===== src/design/ftfr_pkg.sv =====
package ftfr_pkg;

  localparam int unsigned FlowEntries = 32;
  localparam int unsigned IdxW = $clog2(FlowEntries);
  localparam int unsigned MaxReports = 32;
  localparam int unsigned RepCntW = $clog2(MaxReports + 1);
  localparam logic [15:0] EtherIpv4 = 16'h0800;
  localparam logic [7:0] ProtoTcp = 8'd6;
  localparam logic [7:0] ProtoUdp = 8'd17;
  localparam logic [7:0] IdleReset = 8'd5;
  localparam logic [39:0] BytesMax = 40'hFF_FFFF_FFFF;
  localparam int unsigned OutW = 149;

  typedef enum logic [1:0] {
    KIND_STATUS = 2'd0,
    KIND_REPORT = 2'd1,
    KIND_END    = 2'd2
  } kind_e;

  typedef enum logic [2:0] {
    ST_NOT_IPV4  = 3'd0,
    ST_FRAGMENT  = 3'd1,
    ST_OTHER     = 3'd2,
    ST_UPDATED   = 3'd3,
    ST_CREATED   = 3'd4,
    ST_FULL      = 3'd5
  } status_e;

  typedef enum logic [1:0] {
    OP_STATUS = 2'd0,
    OP_LOOKUP = 2'd1,
    OP_TICK   = 2'd2
  } op_e;

  typedef struct packed {
    logic [7:0]  protocol;
    logic [31:0] src_addr;
    logic [31:0] dst_addr;
    logic [15:0] src_port;
    logic [15:0] dst_port;
  } key_t;

  // classified work handed from front to back
  typedef struct packed {
    op_e         op;
    status_e     status;
    key_t        key;
    logic [15:0] len;
  } job_t;

  typedef enum logic [2:0] {
    BK_IDLE,
    BK_LOOKUP,
    BK_MATCH,
    BK_STATUS,
    BK_FREE,
    BK_WALK,
    BK_END
  } back_e;

endpackage


===== src/design/ftfr_front.sv =====
module ftfr_front import ftfr_pkg::*; (
  input  logic           clk_i,
  input  logic           rst_ni,
  input  logic           in_valid_i,
  output logic           in_ready_o,
  input  logic           command_i,
  input  logic [15:0]    ether_type_i,
  input  logic           more_fragments_i,
  input  key_t           key_i,
  input  logic [15:0]    frame_length_i,
  output logic           job_valid_o,
  input  logic           job_ready_i,
  output job_t           job_o
);

  // two-entry queue
  job_t       mem_q [2];
  logic       wp_q, rp_q;
  logic [1:0] cnt_q;
  job_t       job_d;
  logic       push, pop;

  always_comb begin
    job_d = '0;
    job_d.key = key_i;
    job_d.len = frame_length_i;
    job_d.op = OP_STATUS;
    priority if (command_i) begin
      job_d.op = OP_TICK;
    end else if (ether_type_i != EtherIpv4) begin
      job_d.status = ST_NOT_IPV4;
    end else if (more_fragments_i) begin
      job_d.status = ST_FRAGMENT;
    end else if (key_i.protocol != ProtoTcp && key_i.protocol != ProtoUdp) begin
      job_d.status = ST_OTHER;
    end else begin
      job_d.op = OP_LOOKUP;
    end
  end

  assign in_ready_o  = cnt_q != 2'd2;
  assign push        = in_valid_i && in_ready_o;
  assign job_valid_o = cnt_q != 2'd0;
  assign pop         = job_valid_o && job_ready_i;
  assign job_o       = mem_q[rp_q];

  always_ff @(posedge clk_i) begin
    if (push) mem_q[wp_q] <= job_d;
  end

  always_ff @(posedge clk_i or negedge rst_ni) begin
    if (!rst_ni) begin
      wp_q <= 1'b0;
      rp_q <= 1'b0;
      cnt_q <= 2'd0;
    end else begin
      if (push) wp_q <= ~wp_q;
      if (pop) rp_q <= ~rp_q;
      cnt_q <= cnt_q + {1'b0, push} - {1'b0, pop};
    end
  end

endmodule


===== config.mk =====
export PLATFORM = sky130hd
export DESIGN_NAME = ftfr_front
export DESIGN_NICKNAME = d
export VERILOG_FILES = /design/src/design/ftfr_pkg.sv /design/src/design/ftfr_front.sv
export SDC_FILE = /design/constraint.sdc
export NUM_CORES = 1
export LEC_CHECK = 0
export BUFFER_PORTS_ARGS = -buffer_cell sky130_fd_sc_hd__buf_2
export CORE_ASPECT_RATIO = 0.6
export CORE_MARGIN = 4
export CORE_UTILIZATION = 40
export DETAILED_ROUTE_END_ITERATION = 8
export PLACE_DENSITY = 0.72
export SYNTH_ARGS = -nofsm -noshare
export SYNTH_HDL_FRONTEND = slang
export SYNTH_SLANG_ARGS = --single-unit

===== constraint.sdc =====
create_clock -name clk_i -period 14.6 [get_ports clk_i]
set_clock_uncertainty 0.15 [all_clocks]
set_input_delay 2.19 -clock clk_i [delete_from_list [all_inputs] [get_ports clk_i]]
set_output_delay 2.19 -clock clk_i [all_outputs]
set_load 0.01 [all_outputs]

==> impl_results.md <==
* Port bufs at 267
* Synth Register Bits at about 250
* Layout Nets at 848
* Mapped Avg Cell Area at 22.5 µm²
* Most frequent cell after synthesis: edfxtp_1
* Core area at 0.0232 mm²
* WHS Path Cells at 1
* Worst reg2reg startpoint: cnt_q[1]
* Ys async rst share at 1.59%
* Tcrit/Tclk final at 33.2%
* Complex-gate fraction of the synthesized area at 0.0530%
* Int Pwr at 1690 µW
* Synth top area share at between 70% and 80%
* Clock Latency Late Sink at 0.50 ns
* Outcome: finished, final reports clean
* Worst reg2reg path depth at 3
* Post-route minimum period at 4.85 ns
* # IOs at 269
* GRT met2 Usage at 21.1%
* Critical Path, Cell by Cell: buf_4, mux2_2, buf_2
* Ant. Diodes at 0
* Required time of the worst setup path at 12.26 ns
* Initial antenna violation count at 4
* Mux contribution to synthesized area at 16.8%
* Clock transition at path regs at 0.06 ns
* Grt total ovfl at 0
* Hold Path Sink: cnt_q[1]
* Synth Area in XOR/XNOR at 0.371%
* Met1 Use GR at 17.8%
* Met3 Resource Use GR at roughly 5.1%
* Sw power at 672 µW
* Growth of design area from synthesis to finish at 25.8%
* Clock network power share at 25.8%
* Relative slew margins at between 30% and 40%
* Routed WL at 18.7 mm
* DRT antenna net count at 0
* Simple-Gate Fraction of Synth Area at 1.34%
* Die height at between 100 and 150 µm
* Total GRT Usage at 13.5%
* Crit path DAT at 2.51 ns
* Vias per inst at 4.72
* Die Area at 0.0262 mm²
* CP Class: reg -> out
* H-tree depth at 1
* Crit-path max FO at 54
* YS warnings at 0
* Clock sink total at 252
* CTS Buffer Depth at 3
* Distinct cells, synth at 26
* WL/cell at ~18 µm
* Top Family by Delay on Critical Path: buffers and inverters
* Worst path bufs/invs at 2
* Top cells by count, synth: edfxtp_1 (248), mux2_2 (74), mux2_4 (50)
* Vias in the first global route at between 5000 and 6000
* Initial DRT Pass Iterations at 4
* Initial Util at 40.8%
* Area contributors post-synth: edfxtp_1 (79%), mux2_2 (8.8%), mux2_4 (7.9%)
* Cell taking the most area after synthesis: edfxtp_1
* Main combinational cell family by area after synthesis: multiplexers
* # hold bufs at CTS at 0
* Fillers at between 1500 and 2000
* Syn nets at 565
* Hold WS at 0.398 ns
* Cell count after synthesis at 421
* # rows at 43
* CTS resizes at 0
* RePlAce Congestion at 0.735
* Fmax at 206 MHz
* Global-route wire length before repair at roughly 27 mm
* Final Hold Fails at 0
* Post-synth EDFFs at 248
* Slowest stage cell on the critical path: buf_4
* # setup viols final at 0
* DRC Markers at 0
* Worst-Margin Slew at between 0.9 and 1 ns
* Post-CTS Setup Inserts at 0
* Seq/Total Area, Yosys at about four fifths
* Worst Hold Launch: cnt_q[1]
* Crit. End Element: output port
* Vias post-DR at 4879
* Num CTS Buffers at 24
* Reg-to-reg endpoint: mem_q[1][96]
* DP Wirelength at 12.6 mm
* Most Crowded Layer GR: met2
* Largest net degree at the start of global routing at 70
* Sequential fraction of design power at between 40% and 50%
* Synthesized area at 0.00945 mm²
* Initial drt markers at 238
* Logic pwr share at a little under a third
* Post-Synth Adder-Cell Area at 0.265%
* Die Span X at 206 µm
* RSZ-0062 raised after global routing: no
* Worst hold-check path type: reg -> reg
* Final Max Slew Viols at 0
* Worst setup SP type: register
* Synth Flop Type: edfxtp_1
* MaxCap Viol Count at 0
* Layout cells sized above 1 at 60.1%
* R2R Setup Slk at 11.83 ns
* Leak Pwr at 0.00457 µW
* Critical path depth at 3
* Max incr delay on CP at approximately 0.72 ns
* CTS tree: yes
* Pwr/cell area at 199 mW/mm²
* Clock root buffer: clkbuf_16
* Setup TNS at 0 ns
* Switching fraction of total power at 28.4%
* Peak supply drop at 0.147 mV
## logic make-up (layout without fill, tap and decap cells)
family / count (synthesis) / after routing
compound gates: 1 / 1
xor+xnor: 4 / 4
fa+ha+maj: 2 / 2
buf+inv: 16 / 314
flops: 252 / 252
mux: 124 / 124
other cells: 1 / 1
simple gates: 21 / 21
## layout by cell type, fill, tap and decap left out
cell / netlist / final
nand2b_1: 1 / 1
inv_1: 1 / 1
xor2_1: 1 / 1
o21ai_0: 1 / 1
nand3_1: 2 / 2
nor3_1: 1 / 1
nor2_1: 5 / 4
clkinvlp_4: 0 / 1
mux2_4: 50 / 50
nor4_1: 3 / 3
nor3b_1: 1 / 1
clkinv_1: 0 / 4
dfrtp_4: 0 / 1
nand2_1: 1 / 1
and3_4: 0 / 1
clkbuf_1: 0 / 5
nor4bb_1: 2 / 2
clkbuf_16: 0 / 25
clkinv_2: 0 / 2
bufinv_16: 0 / 3
nor4b_1: 1 / 1
mux2_2: 74 / 74
ha_1: 2 / 2
dfrtp_1: 4 / 3
xnor2_1: 3 / 3
nand4b_1: 1 / 1
edfxtp_1: 248 / 248
conb_1: 1 / 1
nor2_4: 0 / 1
clkinv_4: 0 / 1
buf_2: 7 / 267
and2_1: 1 / 1
buf_4: 1 / 5
or2_2: 1 / 1
## cell type report
| cell class | instances | area, µm² | area share [%] |
|---|---|---|---|
| Clock buffer | 30 | 644 | 5.42 |
| Clock inverter | 11 | 131 | 1.10 |
| Inverter | 1 | 3.75 | 0.0316 |
| Multi-Input combinational cell | 153 | 1790 | 15.1 |
| Sequential cell | 252 | 7550 | 63.5 |
| Tap cell | 315 | 394 | 3.31 |
| Timing Repair Buffer | 272 | 1370 | 11.6 |
## worst max path at each step
| stage | startpoint | to | slack [ns] |
|---|---|---|---|
| floorplan | in_valid_i | mem_q[0][0] | 6.40 |
| global placement | in_valid_i | mem_q[1][12] | 10.09 |
| detailed placement | in_valid_i | mem_q[1][77] | 10.07 |
| CTS | rp_q | job_o[39] | 9.69 |
| global route | rp_q | job_o[39] | 9.61 |
| finish | rp_q | job_o[39] | 9.75 |
## through the flow
step | setup WS [ns] | cell area (µm²) | util (%) | cells | power (µW)
after floorplan | 6.40 | 9450 | - | 421 | 1550
after global placement | 10.09 | 11100 | 47.9 | 993 | 1770
after detailed placement | 10.07 | 11100 | 47.9 | 993 | 1790
after CTS | 9.69 | 11900 | 51.3 | 1034 | 2410
after global routing | 9.61 | 11900 | 51.3 | 1034 | 2490
final | 9.75 | 11900 | 51.3 | 1034 | 2360
## registers in the layout (all words and copies together), names as in the netlist
| name | cells |
|---|---|
| rp_q | 1 |
| wp_q | 1 |
| cnt_q | 2 |
| mem_q | 248 |
## power by group through the flow
| stage | combinational, µW | sequential (µW) | clock (µW) |
|---|---|---|---|
| 3_5_place_dp | 733 | 1050 | 0 |
| 3_3_place_gp | 725 | 1050 | 0 |
| 5_1_grt | 772 | 1050 | 665 |
| 6_report | 716 | 1040 | 610 |
| 4_1_cts | 735 | 1040 | 634 |
| 2_1_floorplan | 489 | 1060 | 0 |
## layer usage
layer / vias up / share of wire [%]
met3: 36 / 9.4
met5: - / 0.23
met4: 8 / 2.4
met2: 180 / 46
li1: 2245 / -
met1: 2410 / 42
No activity file was read; power rests on OpenSTA's default activity.
